### src/hw/rtl/mrfct_pkg.sv
package mrfct_pkg;

    // Field widths fixed by the interface.
    localparam int ADC_W  = 10;
    localparam int PCT_W  = 7;
    localparam int TIME_W = 32;
    localparam int MINC_W = 7;
    localparam int CFG_W  = 32;
    localparam int CFG_IDX_W = 2;

    // Conversion constants.
    localparam logic [ADC_W-1:0] ADC_FULL  = 10'd1023;
    localparam logic [ADC_W-1:0] PCT_LIMIT = 10'd100;
    localparam logic [PCT_W-1:0] PCT_CLAMP = 7'd99;

    // Configuration register indexes.
    localparam logic [CFG_IDX_W-1:0] CFG_ADC_DIVISOR    = 2'd0;
    localparam logic [CFG_IDX_W-1:0] CFG_MIN_CHANGE     = 2'd1;
    localparam logic [CFG_IDX_W-1:0] CFG_MEASURE_PERIOD = 2'd2;
    localparam logic [CFG_IDX_W-1:0] CFG_ADOPT_WINDOW   = 2'd3;

    // Request to the divider.
    typedef struct packed {
        logic             start;
        logic [ADC_W-1:0] dividend;
        logic [ADC_W-1:0] divisor;
    } div_req_t;

    // Status back from the divider.
    typedef struct packed {
        logic             done;
        logic [ADC_W-1:0] quotient;
    } div_rsp_t;

endpackage

### src/hw/rtl/mrfct_div.sv
module mrfct_div
    import mrfct_pkg::*;
(
    input  logic     clk,
    input  logic     rst_n,
    input  div_req_t req,
    output div_rsp_t rsp
);

    localparam int STEP_W = $clog2(ADC_W);

    logic              busy_reg,  busy_next;
    logic              done_reg,  done_next;
    logic [STEP_W-1:0] step_reg,  step_next;
    logic [ADC_W-1:0]  acc_reg,   acc_next;
    logic [ADC_W-1:0]  quo_reg,   quo_next;
    logic [ADC_W-1:0]  dvs_reg,   dvs_next;
    logic [ADC_W:0]    trial;
    logic              fits;

    // One quotient bit per cycle: shift in the next dividend bit and try a subtract.
    assign trial = {acc_reg, quo_reg[ADC_W-1]};
    assign fits  = trial >= {1'b0, dvs_reg};

    always_comb
    begin
        busy_next = busy_reg;
        done_next = 1'b0;
        step_next = step_reg;
        acc_next  = acc_reg;
        quo_next  = quo_reg;
        dvs_next  = dvs_reg;
        if (req.start)
        begin
            busy_next = 1'b1;
            step_next = '0;
            acc_next  = '0;
            quo_next  = req.dividend;
            dvs_next  = req.divisor;
        end
        else if (busy_reg)
        begin
            if (fits)
            begin
                acc_next = ADC_W'(trial - {1'b0, dvs_reg});
            end
            else
            begin
                acc_next = ADC_W'(trial);
            end
            quo_next = {quo_reg[ADC_W-2:0], fits};
            if (step_reg == STEP_W'(ADC_W - 1))
            begin
                busy_next = 1'b0;
                done_next = 1'b1;
            end
            else
            begin
                step_next = step_reg + 1'b1;
            end
        end
    end

    always_ff @(posedge clk or negedge rst_n)
    begin
        if (!rst_n)
        begin
            busy_reg <= 1'b0;
            done_reg <= 1'b0;
            step_reg <= '0;
        end
        else
        begin
            busy_reg <= busy_next;
            done_reg <= done_next;
            step_reg <= step_next;
        end
    end

    // Datapath registers need no reset.
    always_ff @(posedge clk)
    begin
        acc_reg <= acc_next;
        quo_reg <= quo_next;
        dvs_reg <= dvs_next;
    end

    assign rsp.done     = done_reg;
    assign rsp.quotient = quo_reg;

endmodule

### src/hw/rtl/moisture_rank_filter_change_tracker_core.sv
// Moisture rank filter and change tracker.
//
// Input channel: in_valid / in_stall with time_ms and adc_sample. One request
// is taken at a time; in_stall is low only while the block is idle.
// Output channel: out_valid / out_stall with one result per input request,
// held in an output register, so the next input request can be taken while a
// result still waits on out_stall.
// Configuration: cfg_we / cfg_index / cfg_wdata, written while idle.
//
// From input request to result register the request passes ST_CHECK and ST_EMIT
// when the measure period has not elapsed; when a sample is stored it also passes
// ST_DIV (the bit-serial divider) and ST_STORE; when the store is full it is also
// ranked in ST_SEL, ST_SEL_TAIL and ST_SEL_DEC before ST_UPDATE. Ranking is a 7-pass
// bitwise search over the sample memory, one read per cycle through its single read
// port, and sets the worst-case rate. The input side reopens in the cycle after the
// result is loaded.
//
// Reset clears the counters, times, percent state and both channels and loads
// the configuration defaults. The sample memory is not cleared; it is always
// filled completely before it is ranked.
module moisture_rank_filter_change_tracker_core
    import mrfct_pkg::*;
#(
    parameter int SAMPLES = 8
)
(
    input  logic                 clk,
    input  logic                 rst_n,

    input  logic                 in_valid,
    output logic                 in_stall,
    input  logic [TIME_W-1:0]    time_ms,
    input  logic [ADC_W-1:0]     adc_sample,

    output logic                 out_valid,
    input  logic                 out_stall,
    output logic                 sample_taken,
    output logic                 changed,
    output logic                 increased,
    output logic [PCT_W-1:0]     moisture_percent,
    output logic [PCT_W-1:0]     max_percent,

    input  logic                 cfg_we,
    input  logic [CFG_IDX_W-1:0] cfg_index,
    input  logic [CFG_W-1:0]     cfg_wdata
);

    localparam int AW   = $clog2(SAMPLES);
    localparam int LW   = $clog2(SAMPLES + 1);
    localparam int RANK = SAMPLES / 2 + 1;
    localparam int BW   = $clog2(PCT_W);

    typedef enum logic [8:0] {
        ST_IDLE     = 9'b000000001,
        ST_CHECK    = 9'b000000010,
        ST_DIV      = 9'b000000100,
        ST_STORE    = 9'b000001000,
        ST_SEL      = 9'b000010000,
        ST_SEL_TAIL = 9'b000100000,
        ST_SEL_DEC  = 9'b001000000,
        ST_UPDATE   = 9'b010000000,
        ST_EMIT     = 9'b100000000
    } state_t;

    state_t state_reg, state_next;

    // Configuration registers.
    logic [ADC_W-1:0]  divisor_reg;
    logic [MINC_W-1:0] min_change_reg;
    logic [TIME_W-1:0] period_reg;
    logic [TIME_W-1:0] window_reg;

    // Tracker state.
    logic [AW-1:0]     count_reg,     count_next;
    logic [TIME_W-1:0] last_meas_reg, last_meas_next;
    logic [TIME_W-1:0] last_inc_reg,  last_inc_next;
    logic [PCT_W-1:0]  cur_reg,       cur_next;
    logic [PCT_W-1:0]  peak_reg,      peak_next;

    // Per-request working registers.
    logic [TIME_W-1:0] time_reg,      time_next;
    logic [ADC_W-1:0]  adc_reg,       adc_next;
    logic              taken_reg,     taken_next;
    logic              chg_reg,       chg_next;
    logic              inc_reg,       inc_next;
    logic              win_hit_reg,   win_hit_next;
    logic [PCT_W-1:0]  pct_reg,       pct_next;

    // Rank search registers.
    logic [AW-1:0]     idx_reg,       idx_next;
    logic [LW-1:0]     less_reg,      less_next;
    logic [PCT_W-1:0]  ans_reg,       ans_next;
    logic [BW-1:0]     bit_reg,       bit_next;
    logic              rd_pend_reg,   rd_pend_next;

    // Output register.
    logic              out_valid_reg, out_valid_next;
    logic              o_taken_reg,   o_chg_reg,   o_inc_reg;
    logic [PCT_W-1:0]  o_cur_reg,     o_peak_reg;
    logic              load_out;

    // Sample memory.
    logic [PCT_W-1:0]  mem [SAMPLES];
    logic [PCT_W-1:0]  rd_data_reg;
    logic              mem_we;
    logic              rd_en;

    div_req_t          div_req;
    div_rsp_t          div_rsp;

    logic [TIME_W-1:0] since_meas;
    logic [TIME_W-1:0] since_inc;
    logic [PCT_W-1:0]  trial_val;
    logic [PCT_W-1:0]  diff;
    logic              rise;

    mrfct_div u_div
    (
        .clk   (clk),
        .rst_n (rst_n),
        .req   (div_req),
        .rsp   (div_rsp)
    );

    assign since_meas = time_reg - last_meas_reg;
    assign since_inc  = time_reg - last_inc_reg;
    assign trial_val  = ans_reg | (PCT_W'(1) << bit_reg);
    assign diff       = (ans_reg > cur_reg) ? (ans_reg - cur_reg) : (cur_reg - ans_reg);
    assign rise       = {1'b0, ans_reg} > ({1'b0, cur_reg} + {1'b0, min_change_reg});

    assign div_req.start    = (state_reg == ST_CHECK) && (since_meas >= period_reg);
    assign div_req.dividend = ADC_FULL - adc_reg;
    assign div_req.divisor  = divisor_reg;

    assign load_out = (state_reg == ST_EMIT) && (!out_valid_reg || !out_stall);

    // Main sequencer.
    always_comb
    begin
        state_next     = state_reg;
        count_next     = count_reg;
        last_meas_next = last_meas_reg;
        last_inc_next  = last_inc_reg;
        cur_next       = cur_reg;
        peak_next      = peak_reg;
        time_next      = time_reg;
        adc_next       = adc_reg;
        taken_next     = taken_reg;
        chg_next       = chg_reg;
        inc_next       = inc_reg;
        win_hit_next   = win_hit_reg;
        pct_next       = pct_reg;
        idx_next       = idx_reg;
        less_next      = less_reg;
        ans_next       = ans_reg;
        bit_next       = bit_reg;
        mem_we         = 1'b0;
        rd_en          = 1'b0;
        rd_pend_next   = 1'b0;

        // Count each returned sample that lies below the trial value.
        if (rd_pend_reg && (rd_data_reg < trial_val))
        begin
            less_next = less_reg + 1'b1;
        end

        case (state_reg)
            ST_IDLE:
            begin
                if (in_valid)
                begin
                    time_next  = time_ms;
                    adc_next   = adc_sample;
                    taken_next = 1'b0;
                    chg_next   = 1'b0;
                    inc_next   = 1'b0;
                    state_next = ST_CHECK;
                end
            end
            ST_CHECK:
            begin
                win_hit_next = since_inc < window_reg;
                if (since_meas >= period_reg)
                begin
                    taken_next     = 1'b1;
                    last_meas_next = time_reg;
                    state_next     = ST_DIV;
                end
                else
                begin
                    state_next = ST_EMIT;
                end
            end
            ST_DIV:
            begin
                if (div_rsp.done)
                begin
                    // A zero divisor or a quotient beyond the limit reads as the clamp value.
                    if ((divisor_reg == '0) || (div_rsp.quotient > PCT_LIMIT))
                    begin
                        pct_next = PCT_CLAMP;
                    end
                    else
                    begin
                        pct_next = div_rsp.quotient[PCT_W-1:0];
                    end
                    state_next = ST_STORE;
                end
            end
            ST_STORE:
            begin
                mem_we = 1'b1;
                if (count_reg != AW'(SAMPLES - 1))
                begin
                    count_next = count_reg + 1'b1;
                    state_next = ST_EMIT;
                end
                else
                begin
                    count_next = '0;
                    ans_next   = '0;
                    bit_next   = BW'(PCT_W - 1);
                    idx_next   = '0;
                    less_next  = '0;
                    state_next = ST_SEL;
                end
            end
            ST_SEL:
            begin
                rd_en        = 1'b1;
                rd_pend_next = 1'b1;
                idx_next     = idx_reg + 1'b1;
                if (idx_reg == AW'(SAMPLES - 1))
                begin
                    state_next = ST_SEL_TAIL;
                end
            end
            ST_SEL_TAIL:
            begin
                state_next = ST_SEL_DEC;
            end
            ST_SEL_DEC:
            begin
                // Keep the trial bit while no more than RANK samples lie below it.
                if (less_reg <= LW'(RANK))
                begin
                    ans_next = trial_val;
                end
                if (bit_reg == '0)
                begin
                    state_next = ST_UPDATE;
                end
                else
                begin
                    bit_next   = bit_reg - 1'b1;
                    idx_next   = '0;
                    less_next  = '0;
                    state_next = ST_SEL;
                end
            end
            ST_UPDATE:
            begin
                if (diff >= min_change_reg)
                begin
                    chg_next = 1'b1;
                    cur_next = ans_reg;
                    if (rise)
                    begin
                        inc_next      = 1'b1;
                        peak_next     = ans_reg;
                        last_inc_next = time_reg;
                    end
                    else if (win_hit_reg)
                    begin
                        peak_next = ans_reg;
                    end
                    else if (ans_reg > peak_reg)
                    begin
                        peak_next = ans_reg;
                    end
                end
                state_next = ST_EMIT;
            end
            ST_EMIT:
            begin
                if (load_out)
                begin
                    state_next = ST_IDLE;
                end
            end
            default:
            begin
                state_next = ST_IDLE;
            end
        endcase
    end

    // Output register handshake.
    always_comb
    begin
        out_valid_next = out_valid_reg;
        if (load_out)
        begin
            out_valid_next = 1'b1;
        end
        else if (out_valid_reg && !out_stall)
        begin
            out_valid_next = 1'b0;
        end
    end

    // Control and tracker state.
    always_ff @(posedge clk or negedge rst_n)
    begin
        if (!rst_n)
        begin
            state_reg      <= ST_IDLE;
            count_reg      <= '0;
            last_meas_reg  <= '0;
            last_inc_reg   <= '0;
            cur_reg        <= '0;
            peak_reg       <= '0;
            rd_pend_reg    <= 1'b0;
            out_valid_reg  <= 1'b0;
        end
        else
        begin
            state_reg      <= state_next;
            count_reg      <= count_next;
            last_meas_reg  <= last_meas_next;
            last_inc_reg   <= last_inc_next;
            cur_reg        <= cur_next;
            peak_reg       <= peak_next;
            rd_pend_reg    <= rd_pend_next;
            out_valid_reg  <= out_valid_next;
        end
    end

    // Configuration registers.
    always_ff @(posedge clk or negedge rst_n)
    begin
        if (!rst_n)
        begin
            divisor_reg    <= 10'd10;
            min_change_reg <= 7'd5;
            period_reg     <= 32'd1000;
            window_reg     <= 32'd60000;
        end
        else if (cfg_we)
        begin
            case (cfg_index)
                CFG_ADC_DIVISOR:    divisor_reg    <= cfg_wdata[ADC_W-1:0];
                CFG_MIN_CHANGE:     min_change_reg <= cfg_wdata[MINC_W-1:0];
                CFG_MEASURE_PERIOD: period_reg     <= cfg_wdata[TIME_W-1:0];
                CFG_ADOPT_WINDOW:   window_reg     <= cfg_wdata[TIME_W-1:0];
                default:            divisor_reg    <= divisor_reg;
            endcase
        end
    end

    // Working and output payload registers.
    always_ff @(posedge clk)
    begin
        time_reg    <= time_next;
        adc_reg     <= adc_next;
        taken_reg   <= taken_next;
        chg_reg     <= chg_next;
        inc_reg     <= inc_next;
        win_hit_reg <= win_hit_next;
        pct_reg     <= pct_next;
        idx_reg     <= idx_next;
        less_reg    <= less_next;
        ans_reg     <= ans_next;
        bit_reg     <= bit_next;
        if (load_out)
        begin
            o_taken_reg <= taken_reg;
            o_chg_reg   <= chg_reg;
            o_inc_reg   <= inc_reg;
            o_cur_reg   <= cur_reg;
            o_peak_reg  <= peak_reg;
        end
    end

    // Sample memory: one write port, one registered read port.
    always_ff @(posedge clk)
    begin
        if (mem_we)
        begin
            mem[count_reg] <= pct_reg;
        end
        if (rd_en)
        begin
            rd_data_reg <= mem[idx_reg];
        end
    end

    assign in_stall         = (state_reg != ST_IDLE);
    assign out_valid        = out_valid_reg;
    assign sample_taken     = o_taken_reg;
    assign changed          = o_chg_reg;
    assign increased        = o_inc_reg;
    assign moisture_percent = o_cur_reg;
    assign max_percent      = o_peak_reg;

endmodule
### config.mk
export PLATFORM = sky130hd
export DESIGN_NAME = moisture_rank_filter_change_tracker_core
export DESIGN_NICKNAME = d
export VERILOG_FILES = /design/src/hw/rtl/mrfct_pkg.sv /design/src/hw/rtl/mrfct_div.sv /design/src/hw/rtl/moisture_rank_filter_change_tracker_core.sv
export SDC_FILE = /design/constraint.sdc
export NUM_CORES = 1
export LEC_CHECK = 0
export ABC_CLOCK_PERIOD_IN_PS = 12200
export BUFFER_PORTS_ARGS = -buffer_cell sky130_fd_sc_hd__buf_2
export CORE_MARGIN = 2
export CORE_UTILIZATION = 60
export DETAILED_ROUTE_END_ITERATION = 8
export GPL_TIMING_DRIVEN = 0
export PLACE_DENSITY = 0.75
export REMOVE_ABC_BUFFERS = 1
export SYNTH_ARGS = -nofsm -noshare
export SYNTH_HDL_FRONTEND = slang
export SYNTH_HIERARCHICAL = 1
export SYNTH_SLANG_ARGS = --single-unit
### constraint.sdc
create_clock -name clk -period 12.2 [get_ports clk]
set_input_delay 0 -clock clk [delete_from_list [all_inputs] [get_ports clk]]
set_output_delay 0 -clock clk [all_outputs]
set_load 0.005 [all_outputs]
== After elaboration in Yosys (flattened, before gate mapping) ==
Memories as Yosys holds them, arrays and structs flattened. A register that Yosys moved wholly into a read port is not among the register bits.
Cells that the tools add are included.

* Register bits after elaboration: 296
* Latch bits: 0
* Bits in writable memories: 56
* ROM bits: 0
* Bits of input ports: 81
* Logic and storage cells: 174
* Memories: 1

* Add/subtract/negate cells: 12
* Multipliers: 0
* Divide/modulo/power cells: 0
* $lt $le $gt $ge: 10
* Equality and inequality tests: 27
* Shifts and indexed selects: 1
* Muxes and demuxes: 52
* Bitwise operators: 1
* Reductions and logical operators: 36

{| class="wikitable"
|+ Memory list
! memory !! words !! bits a word !! rd ports !! clocked after Yosys merged registers in !! write ports !! RTL line !! source
|-
| mem || 8 || 7 || 1 || 1 || 1 || moisture_rank_filter_change_tracker_core.sv:103 || <nowiki>logic [PCT_W-1:0] mem [SAMPLES];</nowiki>
|}

{| class="wikitable"
|+ Operator list
! cell !! count
|-
| $pmux 9 s9 || 1
|-
| $sub 32x32->32 || 2
|-
| $mux 9 || 6
|-
| $mux 7 || 6
|-
| $ge 32x32->1 || 1
|-
| $lt 32x32->1 || 1
|-
| $mux 10 || 3
|-
| $mux 4 || 6
|-
| $reduce_and 3->1 || 7
|-
| $ne 2x2->1 const B || 9
|-
| $reduce_and 2->1 || 9
|-
| $mux 1 || 17
|-
| $mux 3 || 5
|-
| $gt 7x7->1 || 2
|-
| $pmux 7 s2 || 1
|-
| $sub 7x7->7 || 2
|-
| $ge 11x10->1 || 1
|-
| $gt 10x7->1 const B || 1
|-
| $logic_not 10->1 || 1
|-
| $reduce_bool 2->1 || 5
|-
| $sub 10x10->10 || 1
|-
| $sub 10x10->10 const A || 1
|-
| $eq 9x1->1 const B || 1
|-
| $eq 9x2->1 const B || 1
|-
| 36 further kinds || 49
|}

== Longest topological paths before layout ==
Gate-level depths: netlist of the first run.

* Word-level depth: 7
* Gate-level depth with buffers: 29
* Gate-level depth less buffers: 27

== By module ==
Netlist of the first run, hierarchy kept.

{| class="wikitable"
|+ By module, submodules not included
! module !! instances !! cells an instance !! area an instance (um^2)
|-
| moisture_rank_filter_change_tracker_core || 1 || 1,585 || 18,295.0
|-
| mrfct_div || 1 || 184 || 1,976.9
|}

== Worst setup path after synthesis of the first run ==
No wires, ideal clock.

* Path kind: register to register
* From: reg time_reg[0]
* To: reg u_div.quo_reg[1] (data pin)
* Setup time: 260 ps
* Data arrival time: 4,909 ps
* Path slack: 7,031 ps
* Stages on the path, launching flop included: 24
* Period minus slack after synthesis: 5,169 ps
* Cell sequence: edfxtp_1 inv_1 ha_1 inv_1 fa_1 a21oi_1 o22ai_1 nor4_1 o21ai_1 a41oi_1 o41ai_1 a21oi_1 o21ai_1 xor2_1 ha_1 nand3_1 nor4_1 o21a_1 o21ai_2 buf_2 inv_1 clkbuf_1 clkbuf_1 mux2_2

{| class="wikitable"
|+ RTL lines
! item !! RTL line !! source
|-
| start, declared || moisture_rank_filter_change_tracker_core.sv:81 || <nowiki>logic [TIME_W-1:0] time_reg, time_next;</nowiki>
|-
| start signal, assigned || moisture_rank_filter_change_tracker_core.sv:364 || <nowiki>time_reg <= time_next;</nowiki>
|-
| end signal, assigned || mrfct_div.sv:84 || <nowiki>quo_reg <= quo_next;</nowiki>
|-
| end, declared || mrfct_div.sv:16 || <nowiki>logic [ADC_W-1:0] quo_reg, quo_next;</nowiki>
|}

==> results of run 1 <==
logic make-up (layout without fill, tap and decap cells):
kind of cell	after synthesis	in the layout	synth area share
buffers and inverters	259	477	0.0502
AOI/OAI and AO/OA	361	361	0.116
adders and majority gates	202	202	0.127
xor gates and xnor gates	72	72	0.0311
and+or+nand+nor	326	326	0.0812
DFF	359	359	0.482
muxes	190	190	0.113
layer usage:
metal,share of wire,vias up
li1,-,6731
met1,0.43,6831
met2,0.50,277
met3,0.035,96
met4,0.034,0
met5,0,-
cell type report:
| cell class | count | area, µm² |
|---|---|---|
| clock buffer | 52 | 1070 |
| tap | 448 | 561 |
| clock inverter | 20 | 297 |
| multi-input combinational | 1151 | 9520 |
| timing repair buffer | 184 | 1430 |
| inverter | 221 | 830 |
| sequential | 359 | 9770 |
| fill | 2448 | 9900 |
cell usage after synthesis, drive strengths merged, types with 6 or more instances:
cell type | n | area share
dfrtp | 161 | 0.20
and2 | 12 | 0.0038
o21ai | 75 | 0.019
nor2 | 95 | 0.018
a21o | 57 | 0.021
o211ai | 9 | 0.0036
a31oi | 10 | 0.0041
nand4 | 17 | 0.0052
dfxtp | 14 | 0.014
a211oi | 12 | 0.0047
mux4 | 14 | 0.016
and3 | 8 | 0.0025
fa | 6 | 0.0059
or2 | 9 | 0.0028
nor2b | 18 | 0.0056
dfstp | 18 | 0.023
a21oi | 111 | 0.028
edfxtp | 166 | 0.25
ha | 196 | 0.12
nor3b | 6 | 0.0022
inv | 221 | 0.041
clkbuf | 22 | 0.0041
o21a | 17 | 0.0063
buf | 16 | 0.0052
mux2 | 164 | 0.091
nor3 | 19 | 0.0052
a21boi | 7 | 0.0026
xor2 | 21 | 0.0091
a311oi | 7 | 0.0033
nor4 | 9 | 0.0028
o21bai | 14 | 0.0052
nand3 | 36 | 0.0091
mux2i | 12 | 0.0059
nand2b | 15 | 0.0046
nand2 | 63 | 0.012
xnor2 | 51 | 0.022
through the flow:
stage / worst slack (ns) / area (µm²)
detailed placement: 5.03 / 21300
global placement: 3.51 / 21100
floorplan: 6.22 / 20100
CTS: 4.94 / 23500
finish: 4.87 / 23500
global route: 4.47 / 23500
final timing paths:
check / endpoint / slack (ns) / cells past startpoint
setup reg to reg: u_div/quo_reg[8] / 4.87 / 21
max in group asynchronous: divisor_reg[8] / 11.21 / 3
hold reg to reg: changed / 0.42 / 0
hold / removal: divisor_reg[1] / 0.002 / 3
min in group asynchronous: period_reg[10] / 0.05 / 2
setup / recovery: u_div/quo_reg[8] / 4.87 / 21
report_power, final:
part | internal, µW | total [µW] | switching [µW]
clock network | 767 | 1250 | 485
registers | 1520 | 1680 | 156
logic | 914 | 2050 | 1130
cell usage in the layout, fill, tap and decap left out, types with 18 or more instances in the layout:
master           n
xnor2_1         51
edfxtp_1       166
ha_1           196
mux2_2         159
nor2b_1         18
a21oi_1        107
dfstp_2         18
clkbuf_16       40
a21o_1          56
dlygate4sd3_1   79
nor2_1          95
nor3_1          18
nand3_1         34
o21ai_0         67
xor2_1          21
inv_1          220
dfrtp_1        161
buf_2           98
nand2_1         63
worst max-delay path, cell delays in order, from the launching register on:
cell,delay [ns]
edfxtp_1,0.40
inv_1,0.14
ha_1,0.20
inv_1,0.06
fa_1,0.39
a21oi_1,0.28
o22ai_1,0.17
nor4_1,0.43
o21ai_1,0.27
a41oi_1,0.64
o41ai_1,0.21
a21oi_1,0.32
o21ai_1,0.14
xor2_1,0.17
ha_1,0.31
nand3_1,0.13
nor4_1,0.45
o21a_1,0.30
o21ai_4,0.23
inv_1,0.96
inv_1,0.31
nand2_1,0.47
==> out/results.ini, run 1 <==
[status]
status = complete, no violations

[synthesis]
synth_flop_cell = edfxtp_1
yosysSeqAreaShare = 0.482
yosys_warnings = 6
synthArstFlopShare = 0.499
synthCells = 1769
synth-edff-count = 166
synth.distinct_cells = 85
syn_avg_cell_area_um2 = 11.5
syn_area_um2 = 20300
synth-seq-cells = 359

[detailed_routing]
wl_um = 43000
dr.pass1.iters = 4
drc = 0
drt-vias-per-instance = 5.72
drt_iter0_drc = 629
wl_per_cell_um = 17.7
vias = 13900
ant_nets = 0

[clock_tree]
cts_tree = done
clkTransAtPathRegs_ns = 0.06
h-tree-depth = 2
hold_buffers = 79
ctsResizeCount = 0
clock_latency_ns = 0.54
cts_inserted_buffers = 39
postCtsSetupBuffers = 0
cts_root_buf = clkbuf_16
cts_sinks = 359
clock_path_buffers = 3

[sta]
fin_crit_ns = 7.33
fin_tns_setup_ns = 0
slew_violations = 0
slew_headroom = 0.207
setup_viol = 0
fin_worst_skew_ns = 0.0184
max_freq_mhz = 136
worst_pin_slew_ns = 1.19
rsz0062_at_grt = no
holdWs_ns = 0.00217
finalCritPeriodShare = 0.601
final_hold_viol_count = 0

[pwr]
p_total_uw = 4970
power_density_nw_per_um2 = 212
peakVddDrop_uv = 160
p_leak_uw = 0.0105

[floorplan]
core-area_um2 = 33400
num_rows = 67
die_y_um = 188
start_util = 0.608
die_w_um = 188
ios = 100
dieArea_um2 = 35300

[worst_hold_path]
hold_start = cfg_index[0]
hold_class = input pin to flop

[global_route]
grt_max_degree = 107
gr-usage-met2 = 0.444
gr-usage-met3 = 0.0324
gr-usage-all-layers = 0.248
busiest_layer = met2
antenna_found_initial = 0
grt_pass1_vias = 14300
grt_pass1_wl_um = 70600
grt_overflow_total = 0
met1_usage = 0.308

[job]
cap_violations = 0

[layout]
drive_above_1_share = 0.195
final_nets = 2239
n_antenna_cell = 0
utilization = 0.703
finalNonFillerCells = 2435
largest_reg_flops = 56
areaGrowthSynthToFinish_pct = 15.8
regMostFlops = mem

[worst_setup_path]
reg2reg_from = time_reg[0]
crit_path_end_kind = flop
cp.required_ns = 12.38
worstSetupPathType = flop to flop
critPathMaxFanout = 34
arrival_ns = 7.51
critPathLaunchType = flop
crit_start = time_reg[0]

[placed_design]
place.gp.congestion = 0.921
dp_hpwl_um = 30600
placed_cells = 2284
portBuffers = 99

Power figures use the tool's default switching activity.
==> run 2: changes to the inputs <==
Settings changed: ABC_CLOCK_PERIOD_IN_PS 12200 to 6860.
Clock period 12.2 ns to 6.86 ns, I/O delays scaled along.
==> run 2 against run 1 <==
Clock skew about the same. Global-route usage rose by 0.077 points. Die area unchanged. Critical endpoint is now u_div/acc_reg[2].
==> out/results.ini, run 2 (same netlist as run 1, synthesis figures left out) <==
[worst_setup_path]
critPathMaxFanout = 17
reg2reg_slack_ns = 0.48
reg2regPathDepth = 22
crit_path_end_kind = flop
critPathLaunchType = flop
cp.required_ns = 7.32
r2r_end = u_div/acc_reg[2]
reg2reg_from = time_reg[0]
arrival_ns = 6.84
worstSetupPathType = flop to flop

[status]
status = complete, no violations

[worst_hold_path]
min_path_cells = 3
hold_path_end = divisor_reg[1]
hold_start = cfg_index[0]
hold_class = input pin to flop

[floorplan]
die_y_um = 188
core-area_um2 = 33400
num_rows = 67
start_util = 0.608
die_w_um = 188
ios = 100
dieArea_um2 = 35300

[global_route]
antenna_found_initial = 0
gr-usage-all-layers = 0.249
grt_pass1_vias = 14300
grt_pass1_wl_um = 70800
grt_overflow_total = 0
grt_max_degree = 107

[detailed_routing]
ant_nets = 0
wl_um = 43200
dr.pass1.iters = 5
vias = 14000
wl_per_cell_um = 17.7
drt-vias-per-instance = 5.73
drc = 0
drt_iter0_drc = 619

[pwr]
p_leak_uw = 0.0105
power_density_nw_per_um2 = 377
peakVddDrop_uv = 285

[sta]
slew_headroom = 0.261
setup_viol = 0
final_hold_viol_count = 0
setup_slack_ns = 0.480
holdWs_ns = 0.00489
finalCritPeriodShare = 0.930
fin_worst_skew_ns = 0.0181
fin_crit_ns = 6.38
max_freq_mhz = 157
rsz0062_at_grt = no
worst_pin_slew_ns = 1.10
slew_violations = 0

[layout]
regMostFlops = mem
largest_reg_flops = 56
drive_above_1_share = 0.197
n_antenna_cell = 0
areaGrowthSynthToFinish_pct = 15.9
final_common_cell = inv_1
utilization = 0.704
design_area_um2 = 23500
final_nets = 2242
final_cell_mix = inv_1 (219), ha_1 (196), edfxtp_1 (166)

[clock_tree]
cts_sinks = 359
cts_inserted_buffers = 39
clkTransAtPathRegs_ns = 0.06
cts_tree = done
clock_path_buffers = 3
clock_latency_ns = 0.55
h-tree-depth = 2
cts_root_buf = clkbuf_16

[job]
cap_violations = 0

[placed_design]
place.gp.congestion = 0.921
dp_slack_ns = -0.313
dp_hpwl_um = 30600
portBuffers = 99
place_area_um2 = 21300

run 2: cell count changes in the layout (fill, tap and decap cells not counted), sizes merged:
cell      change
clkinvlp      +2
buf           +2
inv           -1
run 2: critical path, stage by stage, from the launching register on:
cell	delay (ns)
edfxtp_1	0.40
inv_1	0.14
ha_1	0.20
inv_1	0.06
fa_1	0.39
a21oi_1	0.28
o22ai_1	0.17
nor4_1	0.43
o21ai_1	0.27
a41oi_1	0.64
o41ai_1	0.19
a21oi_1	0.31
o21ai_1	0.14
xor2_1	0.20
ha_1	0.28
a21o_1	0.18
a21oi_1	0.15
o21ai_0	0.25
o21ai_4	0.34
clkinvlp_4	0.39
inv_1	0.28
nand2_1	0.33
o221ai_1	0.28
run 2: timing repair:
item                                    in CTS  in global routing
endpoints found under the setup margin      15                  0
resized for setup                            1                  0
setup buffers                                2                  0
endpoints found under the hold margin      220                  0
hold buffers                                79                  0
run 2: metal layers:
layer	share of wire	up-vias	global-route usage
li1	-	6737	-
met1	0.43	6855	0.308
met2	0.51	272	0.447
met3	0.035	95	0.0320
met4	0.034	0	0.0890
met5	0	-	0
run 2: worst max-delay path by stage:
stage	endpoint	start	slack, ns
final	u_div/acc_reg[2]	time_reg[0]	0.48
after CTS	u_div/acc_reg[2]	time_reg[0]	0.53
after global routing	u_div/acc_reg[2]	time_reg[0]	0.1
after floorplan	u_div/quo_reg[0]	time_reg[1]	0.88
after global placement	u_div/acc_reg[2]	time_reg[0]	-1.83
after detailed placement	u_div/quo_reg[5]	time_reg[0]	-0.31
run 2: per-stage QoR:
step           total power [µW]  instances  setup TNS [ns]
6_report                   8860       2438               0
5_1_grt                    9460       2438               0
4_1_cts                    8860       2438               0
3_5_place_dp               6550       2284           -3.75
3_3_place_gp               6370       2278          -65.48
2_1_floorplan              5640       1731               0
run 2: power by group:
| part | total (µW) | leakage, µW | switching (µW) | internal [µW] |
|---|---|---|---|---|
| logic | 3650 | 0.00595 | 2020 | 1630 |
| clock network | 2220 | 0.000654 | 859 | 1360 |
| registers | 2980 | 0.00388 | 279 | 2700 |
run 2: cell type report:
type                            instances  area [µm²]
Inverter                              221         833
Timing Repair Buffer                  186        1440
Tap cell                              448         561
Timing Repair inverter                  1        5.00
Sequential cell                       359        9770
Clock buffer                           52        1070
Multi-Input combinational cell       1151        9520
Fill cell                            2443        9870
Clock inverter                         20         297
